File: config.mk
export PLATFORM = sky130hd
export DESIGN_NAME = pi_controller_anti_windup
export DESIGN_NICKNAME = d
export VERILOG_FILES = /design/src/design/piaw_pkg.sv /design/src/design/piaw_integ.sv /design/src/design/piaw_scale.sv /design/src/design/pi_controller_anti_windup.sv
export SDC_FILE = /design/constraint.sdc
export NUM_CORES = 1
export LEC_CHECK = 0
export BUFFER_PORTS_ARGS = -buffer_cell sky130_fd_sc_hd__buf_2
export CAP_MARGIN = 20
export CORE_ASPECT_RATIO = 1.1
export CORE_MARGIN = 2
export CORE_UTILIZATION = 55
export DETAILED_ROUTE_END_ITERATION = 8
export PLACE_DENSITY = 0.72
export SLEW_MARGIN = 40
export SYNTH_ARGS = -nofsm -noshare
export SYNTH_HDL_FRONTEND = slang
export SYNTH_SLANG_ARGS = --single-unit
File: constraint.sdc
create_clock -name clk_i -period 22.3 [get_ports clk_i]
set_input_delay 2.23 -clock clk_i [delete_from_list [all_inputs] [get_ports clk_i]]
set_output_delay 2.23 -clock clk_i [all_outputs]
set_load 0.01 [all_outputs]
File: src/design/piaw_pkg.sv
// Shared types and constants for the PI controller with anti-windup.
// Used by every module of the block; no dependencies.
package piaw_pkg;

  // Input beat: temperatures in millidegrees C, two's complement.
  typedef struct packed {
    logic signed [23:0] measured_temp;
    logic signed [23:0] target_temp;
  } piaw_in_t;

  // Result beat.
  typedef struct packed {
    logic [16:0] duty;
    logic        integration_held;
    logic        output_clamped;
  } piaw_out_t;

  // Register indexes on the config port.
  typedef enum logic {
    CFG_DUTY_FLOOR   = 1'b0,
    CFG_DUTY_CEILING = 1'b1
  } piaw_cfg_e;

  // Where the controller sum landed.
  typedef enum logic [1:0] {
    ZONE_MID   = 2'b00,
    ZONE_FLOOR = 2'b01,
    ZONE_CEIL  = 2'b10
  } piaw_zone_e;

  // Between the integrator stage and the scaling stage.
  typedef struct packed {
    logic [29:0] scaled;   // 512*s + 7812, valid in ZONE_MID
    piaw_zone_e  zone;
    logic        held;
  } piaw_mid_t;

  localparam int unsigned DUTY_W = 17;

  localparam logic signed [20:0] INTEG_MAX  = 21'sd1000000;
  localparam logic signed [20:0] INTEG_MIN  = -21'sd1000000;
  localparam logic signed [31:0] FULL_SCALE = 32'sd2000000;

  // round(s*2048/62500) = floor((512*s + 7812) / 15625); the division is
  // a multiply by ceil(2^44/15625), exact for dividends below 2^30.
  localparam logic [29:0] ROUND_BIAS  = 30'd7812;
  localparam logic [30:0] RECIP       = 31'd1125899907;
  localparam int unsigned RECIP_SHIFT = 44;

  localparam logic [16:0] FLOOR_RST = 17'd0;
  localparam logic [16:0] CEIL_RST  = 17'd65536;

endpackage

File: src/design/piaw_integ.sv
// Integrator stage: error, clamped integral, anti-windup decision, zone.
// Depends on piaw_pkg. Holds the error integral register.
module piaw_integ import piaw_pkg::*; (
  input  logic      clk_i,
  input  logic      rst_ni,
  input  logic      adv_i,    // beat moves on to the next stage
  input  piaw_in_t  item_i,
  output piaw_mid_t mid_o
);

  logic signed [20:0] integ_q, integ_d;
  logic signed [24:0] err;
  logic signed [25:0] sum;
  logic signed [20:0] cand;
  logic signed [30:0] err_x;
  logic signed [30:0] prop;
  logic signed [31:0] s_cand, s_prev, s_sel;
  logic               hold;

  assign err = 25'(item_i.target_temp) - 25'(item_i.measured_temp);
  assign sum = 26'(integ_q) + 26'(err);

  always_comb begin
    if (sum > 26'(INTEG_MAX)) begin
      cand = INTEG_MAX;
    end else if (sum < 26'(INTEG_MIN)) begin
      cand = INTEG_MIN;
    end else begin
      cand = sum[20:0];
    end
  end

  // 50*e as shift-adds
  assign err_x  = 31'(err);
  assign prop   = (err_x <<< 5) + (err_x <<< 4) + (err_x <<< 1);
  assign s_cand = 32'(prop) + 32'(cand);
  assign s_prev = 32'(prop) + 32'(integ_q);

  assign hold  = ((s_cand > FULL_SCALE) && (err > 25'sd0)) ||
                 ((s_cand < 32'sd0) && (err < 25'sd0));
  assign s_sel = hold ? s_prev : s_cand;

  always_comb begin
    mid_o.held   = hold;
    mid_o.scaled = {s_sel[20:0], 9'd0} + ROUND_BIAS;
    if (s_sel <= 32'sd0) begin
      mid_o.zone = ZONE_FLOOR;
    end else if (s_sel >= FULL_SCALE) begin
      mid_o.zone = ZONE_CEIL;
    end else begin
      mid_o.zone = ZONE_MID;
    end
  end

  assign integ_d = (adv_i && !hold) ? cand : integ_q;

  always_ff @(posedge clk_i or negedge rst_ni) begin
    if (!rst_ni) begin
      integ_q <= '0;
    end else begin
      integ_q <= integ_d;
    end
  end

endmodule

File: src/design/piaw_scale.sv
// Scaling stage: reciprocal multiply to Q1.16 and floor/ceiling select.
// Depends on piaw_pkg.
module piaw_scale import piaw_pkg::*; (
  input  piaw_mid_t   mid_i,
  input  logic [16:0] floor_i,
  input  logic [16:0] ceil_i,
  output piaw_out_t   res_o
);

  logic [60:0] prod;

  assign prod = 61'(mid_i.scaled) * 61'(RECIP);

  always_comb begin
    res_o.integration_held = mid_i.held;
    case (mid_i.zone)
      ZONE_FLOOR: begin
        res_o.duty           = floor_i;
        res_o.output_clamped = 1'b1;
      end
      ZONE_CEIL: begin
        res_o.duty           = ceil_i;
        res_o.output_clamped = 1'b1;
      end
      default: begin
        res_o.duty           = prod[RECIP_SHIFT +: DUTY_W];
        res_o.output_clamped = 1'b0;
      end
    endcase
  end

endmodule

File: src/design/pi_controller_anti_windup.sv
// Top level of the PI temperature controller with anti-windup.
// Depends on piaw_pkg, piaw_integ and piaw_scale.
//
// One input beat is taken every cycle unless the input is stalled, and each
// gives one result beat through three registers (input, integrator and
// output registers). The rate is set by the integral update, which is
// combinational from the input register: error, clamp, proportional sum and
// the hold decision all sit in that path. The divide by 62500 is a single
// 30x31 reciprocal multiply between the integrator register and the output
// register. Stall from the output side backs up through the three stages;
// the block keeps taking beats while any stage is free. The integral is
// cleared by reset only. Floor and ceiling are written on the config port
// (index 0 floor, index 1 ceiling) and should only change while the pipeline is empty.
module pi_controller_anti_windup import piaw_pkg::*; (
  input  logic        clk_i,
  input  logic        rst_ni,
  input  logic        in_valid_i,
  output logic        in_stall_o,
  input  piaw_in_t    in_data_i,
  output logic        out_valid_o,
  input  logic        out_stall_i,
  output piaw_out_t   out_data_o,
  input  logic        cfg_we_i,
  input  logic        cfg_idx_i,
  input  logic [16:0] cfg_wdata_i
);

  logic        in_vld_q, mid_vld_q, out_vld_q;
  piaw_in_t    in_q;
  piaw_mid_t   mid_q, mid_d;
  piaw_out_t   out_q, out_d;
  logic [16:0] floor_q, ceil_q;
  logic        accept, adv_mid, adv_out;

  // pipeline flow
  assign adv_out    = mid_vld_q && (!out_vld_q || !out_stall_i);
  assign adv_mid    = in_vld_q && (!mid_vld_q || adv_out);
  assign in_stall_o = in_vld_q && !adv_mid;
  assign accept     = in_valid_i && !in_stall_o;

  always_ff @(posedge clk_i or negedge rst_ni) begin
    if (!rst_ni) begin
      in_vld_q  <= 1'b0;
      mid_vld_q <= 1'b0;
      out_vld_q <= 1'b0;
    end else begin
      if (accept) begin
        in_vld_q <= 1'b1;
      end else if (adv_mid) begin
        in_vld_q <= 1'b0;
      end
      if (adv_mid) begin
        mid_vld_q <= 1'b1;
      end else if (adv_out) begin
        mid_vld_q <= 1'b0;
      end
      if (adv_out) begin
        out_vld_q <= 1'b1;
      end else if (!out_stall_i) begin
        out_vld_q <= 1'b0;
      end
    end
  end

  // payload registers, no reset
  always_ff @(posedge clk_i) begin
    if (accept) begin
      in_q <= in_data_i;
    end
    if (adv_mid) begin
      mid_q <= mid_d;
    end
    if (adv_out) begin
      out_q <= out_d;
    end
  end

  // config registers
  always_ff @(posedge clk_i or negedge rst_ni) begin
    if (!rst_ni) begin
      floor_q <= FLOOR_RST;
      ceil_q  <= CEIL_RST;
    end else if (cfg_we_i) begin
      case (cfg_idx_i)
        CFG_DUTY_FLOOR:   floor_q <= cfg_wdata_i;
        CFG_DUTY_CEILING: ceil_q  <= cfg_wdata_i;
        default: ;
      endcase
    end
  end

  // integral advances only when the beat leaves the input register
  piaw_integ u_integ (
    .clk_i  (clk_i),
    .rst_ni (rst_ni),
    .adv_i  (adv_mid),
    .item_i (in_q),
    .mid_o  (mid_d)
  );

  piaw_scale u_scale (
    .mid_i   (mid_q),
    .floor_i (floor_q),
    .ceil_i  (ceil_q),
    .res_o   (out_d)
  );

  assign out_valid_o = out_vld_q;
  assign out_data_o  = out_q;

endmodule

Word-level counts from Yosys, hierarchy flattened
Index checks and enable logic that the tools add are counted.

word-level totals
  input port bits = 71
  register bits = 158
  word-level logic and storage cells = 67

cells by class
  order comparisons = 8
  equality and inequality tests = 3
  $mul = 1
  muxes and demuxes = 12
  reduce and logical (&&, ||, !) cells = 21
  $add $sub $neg = 7
  bitwise logic cells = 1

operators with widths
  cell                      number
  $add A31 B21 Y32          2
  $mul A30 B31 Y61 const B  1
  $mux W21                  2
  $pmux W17 S2              1
  $ge A32 B22 Y1 const B    1
  $gt A32 B22 Y1 const B    1
  $le A32 B1 Y1 const B     1
  $lt A32 B1 Y1 const B     1
  $mux W32                  1
  $add A30 B29 Y31          1
  $add A31 B26 Y31          1
  $add A30 B13 Y30 const B  1
  $add A21 B25 Y26          1
  $gt A26 B21 Y1 const B    1
  $lt A26 B21 Y1 const B    1
  $gt A25 B1 Y1 const B     1
  $lt A25 B1 Y1 const B     1
  $sub A24 B24 Y25          1
  $logic_and A1 B1 Y1       7
  $mux W1                   7
  $logic_not A1 Y1          6
  $reduce_and A2 Y1         2
  $reduce_bool A2 Y1        2
  $logic_or A1 B1 Y1        3
  other kinds (6)           6

Depth between registers and ports, before layout
  depth in word-level cells = 12
  mapped depth = 58

Hierarchy
A second synthesis with hierarchy kept.

unflattened totals
  cells, all modules = 3103
  area, all modules = 29339.4 sq um

modules (own cells, without submodules)
  module                     area an instance (sq um)  cells an instance  instances  seq. area each (sq um)
  piaw_scale                 14431.3                   1477               1          0.0
  piaw_integ                 10500.1                   1441               1          525.5
  pi_controller_anti_windup  4408.0                    185                1          3930.0

Worst setup path before layout
Ideal clock, no wire load.

  kind = reg-to-reg
  start point = reg in_q[25] (netlist name)
  end point = reg mid_q[32] (netlist name) (data pin)
  clock period less this slack = 11313 ps
  stages on the path, launching flop included = 58
  data arrival time = 11053 ps
  path slack = 10987 ps
  data required time = 22041 ps
  buffers on the path = 2
  path through = edfxtp_1 > inv_1 > ha_1 > nor2b_1 > o21ai_0 > a21boi_1 > o21ai_0 > nand2b_1 > a21o_1 > a21o_1 > a21o_1 > a21o_1 > a21o_1 > a21o_1 > a41o_1 > o211a_1 > or3_1 > and3_1 > (+22 left out) > a311o_1 > a31oi_4 > o21ai_2 > a31o_2 > a2111oi_2 > nand4_1 > o31a_1 > buf_4 > buf_2 > mux2i_1 > ha_1 > and3_1 > or3_1 > nor2_1 > nand2_1 > mux2i_1 > nand2_1 > xnor2_1

RTL lines
  element                 RTL line                         text
  from (decl)             pi_controller_anti_windup.sv:29  piaw_in_t in_q;
  from (signal assigned)  pi_controller_anti_windup.sv:68  in_q <= in_data_i;
  to (signal assigned)    pi_controller_anti_windup.sv:71  mid_q <= mid_d;
  to (decl)               pi_controller_anti_windup.sv:30  piaw_mid_t mid_q, mid_d;

==> impl_metrics.py <==
metrics = {
    "run_status": {
        "outcome": "finished, final reports clean",
    },
    "timing": {
        "clock.fmax_mhz": 77.2,
        "setup_viol": 0,
        "timing.final.crit_period_ns": 12.95,
        "maxSlewHeadroom": 0.480,
        "slew_at_the_pin_with_the_worst_max_slew_slack_ns": 0.774,
        "setup-tns-final_ns": 0,
        "final.setup_skew_ns": 0.0107,
        "rsz_0062_raised_after_global_routing": "false",
        "finalHoldViolations": 0,
        "fin_crit_sh": 0.581,
        "number_of_pins_exceeding_their_max_slew_limit_in_the_final_report": 0,
        "finalWorstSetupSlack_ns": 9.35,
    },
    "routing": {
        "post-route-drc-count": 0,
        "routed_wire_length_per_instance_um": 17.7,
        "via_per_inst": 5.72,
        "ant_nets": 0,
        "via_count": 18100,
        "routed_wirelength_um": 56100,
        "drtIter0Drc": 975,
        "drt_first_pass_iters": 5,
    },
    "floorplan": {
        "dieArea_mm2": 0.0452,
        "std_cell_rows": 80,
        "floorplan.initialDensity": 0.555,
        "die_width_um": 203,
        "ios": 92,
        "core_area_mm2": 0.0431,
        "die_h_um": 223,
    },
    "place": {
        "routabilityCongestion": 0.974,
        "hpwlAfterDp_um": 48400,
        "pre_cts_ws_ns": 9.35,
        "placement.io_buffers": 91,
    },
    "grt": {
        "grt_antenna_before_repair": 0,
        "grt_pass1_wl_um": 94000,
        "use_met2": 0.481,
        "grt_overflow_total": 0,
        "grt.met1_usage": 0.311,
        "first_global_vias": 19200,
        "grt_util_all_layers": 0.261,
        "maximum_number_of_pins_on_one_net_before_global_route_repair": 59,
        "use_met3": 0.0232,
        "busiest_layer": "met2",
    },
    "synth": {
        "synthDominantCellAreaShare": 0.229,
        "synth_area_leader_cell": "sky130_fd_sc_hd__ha_1",
        "synth.cell_area_mm2": 0.0240,
        "synth_area_leaders": "sky130_fd_sc_hd__ha_1 23%, sky130_fd_sc_hd__fa_1 21%, sky130_fd_sc_hd__edfxtp_1 11%",
        "synth-async-reset-ratio": 0.389,
        "synth_ff_type": "sky130_fd_sc_hd__edfxtp_1",
        "synth-seq-cells": 149,
        "ys_top_cells_by_count": "438 x sky130_fd_sc_hd__ha_1, 426 x sky130_fd_sc_hd__inv_1, 247 x sky130_fd_sc_hd__fa_1",
        "ys_types": 91,
        "synthesis.area_per_instance_um2": 9.61,
        "ys_seq_area_frac": 0.175,
        "syn_inst": 2494,
        "synth_fp_nets": 3250,
        "yosysMostFrequentCell": "sky130_fd_sc_hd__ha_1",
        "synthesis.yosys.warnings": 0,
        "number_of_enable_flip_flop_cells_after_synthesis": 91,
    },
    "worst_setup_path": {
        "worstPathArrival_ns": 13.15,
        "timing.critical_path.from_type": "flop",
        "crit_type": "reg2reg",
        "cpMaxStageDelayCell": "sky130_fd_sc_hd__a31oi_1",
        "critPathMostFrequentCell": "sky130_fd_sc_hd__a21o_1",
        "path_max_fanout": 50,
        "setup.worst_path.end_class": "flop",
        "slowest_delay_ns": 0.57,
        "worstPathRequired_ns": 22.50,
    },
    "layout": {
        "antenna-diode-count": 0,
        "area_overhead_vs_synth_pct": 7.08,
        "design.final.nets": 3335,
        "post_route_cells_drive_above_1_share": 0.0814,
        "fillers": 3599,
    },
    "clocking": {
        "ctsLongestPathBuffers": 2,
        "numCtsBuffers": 17,
        "clock_tree.htree_level_count": 4,
        "post_cts_repair_resize_count": 0,
        "sink_count_of_the_clock_tree": 149,
        "insertion_delay_ns": 0.45,
        "post_cts.repair.setup_buffers": 0,
        "holdBufCountCts": 0,
        "clockRootBuffer": "sky130_fd_sc_hd__clkbuf_16",
        "cts_tree": "done",
        "clk_pin_slew_ns": 0.06,
    },
    "job": {
        "drv.max_cap_violation_count": 0,
    },
    "hold_path": {
        "min-delay-path-class": "reg2reg",
    },
}
## layer usage
metal	up-vias	part of all wire
li1	8745	-
met1	8884	0.40
met2	379	0.52
met3	109	0.029
met4	0	0.044
met5	-	0
## area by class of cell
| cell class | instances | area, um2 | share of cell area |
|---|---|---|---|
| clock buffer | 24 | 526 | 0.0205 |
| clock inverter | 8 | 60.1 | 0.00234 |
| inverter | 427 | 1600 | 0.0625 |
| multi-input combinational | 1888 | 18100 | 0.704 |
| sequential | 149 | 4190 | 0.163 |
| tap | 574 | 718 | 0.0280 |
| timing repair buffer | 96 | 497 | 0.0194 |
## layout by cell type (no fill, tap or decap), types with 12 or more instances in the layout
master / n
sky130_fd_sc_hd__ha_1: 437
sky130_fd_sc_hd__inv_1: 426
sky130_fd_sc_hd__fa_1: 247
sky130_fd_sc_hd__nand2_1: 154
sky130_fd_sc_hd__a21oi_1: 141
sky130_fd_sc_hd__nor2_1: 127
sky130_fd_sc_hd__edfxtp_1: 91
sky130_fd_sc_hd__buf_2: 91
sky130_fd_sc_hd__xnor2_1: 79
sky130_fd_sc_hd__o21ai_0: 71
sky130_fd_sc_hd__xor2_1: 63
sky130_fd_sc_hd__dfrtp_1: 57
sky130_fd_sc_hd__a21o_1: 54
sky130_fd_sc_hd__nor3_1: 48
sky130_fd_sc_hd__mux2_2: 42
sky130_fd_sc_hd__nand3_1: 37
sky130_fd_sc_hd__nand2b_1: 31
sky130_fd_sc_hd__nand4_1: 23
sky130_fd_sc_hd__o21a_1: 20
sky130_fd_sc_hd__clkbuf_16: 20
sky130_fd_sc_hd__nor2b_1: 19
sky130_fd_sc_hd__a221oi_1: 18
sky130_fd_sc_hd__a31oi_1: 17
sky130_fd_sc_hd__and3_1: 17
sky130_fd_sc_hd__o21bai_1: 16
sky130_fd_sc_hd__and2_1: 14
sky130_fd_sc_hd__mux2i_1: 14
sky130_fd_sc_hd__or3_1: 13
sky130_fd_sc_hd__or2_2: 13
sky130_fd_sc_hd__a211oi_1: 12
sky130_fd_sc_hd__o21ai_1: 12
## sequential cells by signal (all words and copies together) (netlist names)
signal	count
out_valid_o	1
in_vld_q	1
ceil_q	17
floor_q	17
u_integ.integ_q	21
mid_vld_q	1
out_data_o	19
in_q	48
mid_q	24
## critical path, delay by kind of cell, from the launching register on
family,cells,cell delay (ns)
AOI/OAI and AO/OA,29,6.73
and+or+nand+nor,15,2.61
adders and majority gates,4,1.25
xor gates and xnor gates,3,0.79
muxes,2,0.45
buffers and inverters,3,0.42
DFF,1,0.41
## cell families (layout without fill, tap and decap cells)
family	after synthesis	in the layout	synth area share
xor gates and xnor gates	142	142	0.0519
DFF	149	149	0.175
adders and majority gates	686	686	0.436
AOI/OAI and AO/OA	461	461	0.129
and+or+nand+nor	542	542	0.111
muxes	57	57	0.0262
buffers and inverters	457	555	0.0722
## worst paths after layout
path | slack (ns) | startpoint | cells past startpoint | to
max reg2reg | 9.35 | in_q[25] | 56 | mid_q[32]
min reg2reg | 0.45 | mid_q[0] | 0 | out_data_o[1]
max | 9.35 | in_q[25] | 56 | mid_q[32]
min | 0.45 | mid_q[0] | 0 | out_data_o[1]
max in group asynchronous | 20.04 | rst_ni | 2 | u_integ.integ_q[15]
min in group asynchronous | 1.83 | rst_ni | 2 | ceil_q[12]
## metrics by stage
stage,utilization,hold slack [ns],cell area (um2),instances
6_report,0.595,0.449,25700,3166
5_1_grt,0.595,0.453,25700,3166
4_1_cts,0.595,0.444,25600,3166
3_5_place_dp,0.581,0.433,25100,3134
3_3_place_gp,0.581,0.420,25100,3134
2_1_floorplan,-,0.400,24000,2494
Power is not shown: default switching activity piles up to over one toggle a cycle in this logic, so the estimate is an artifact.
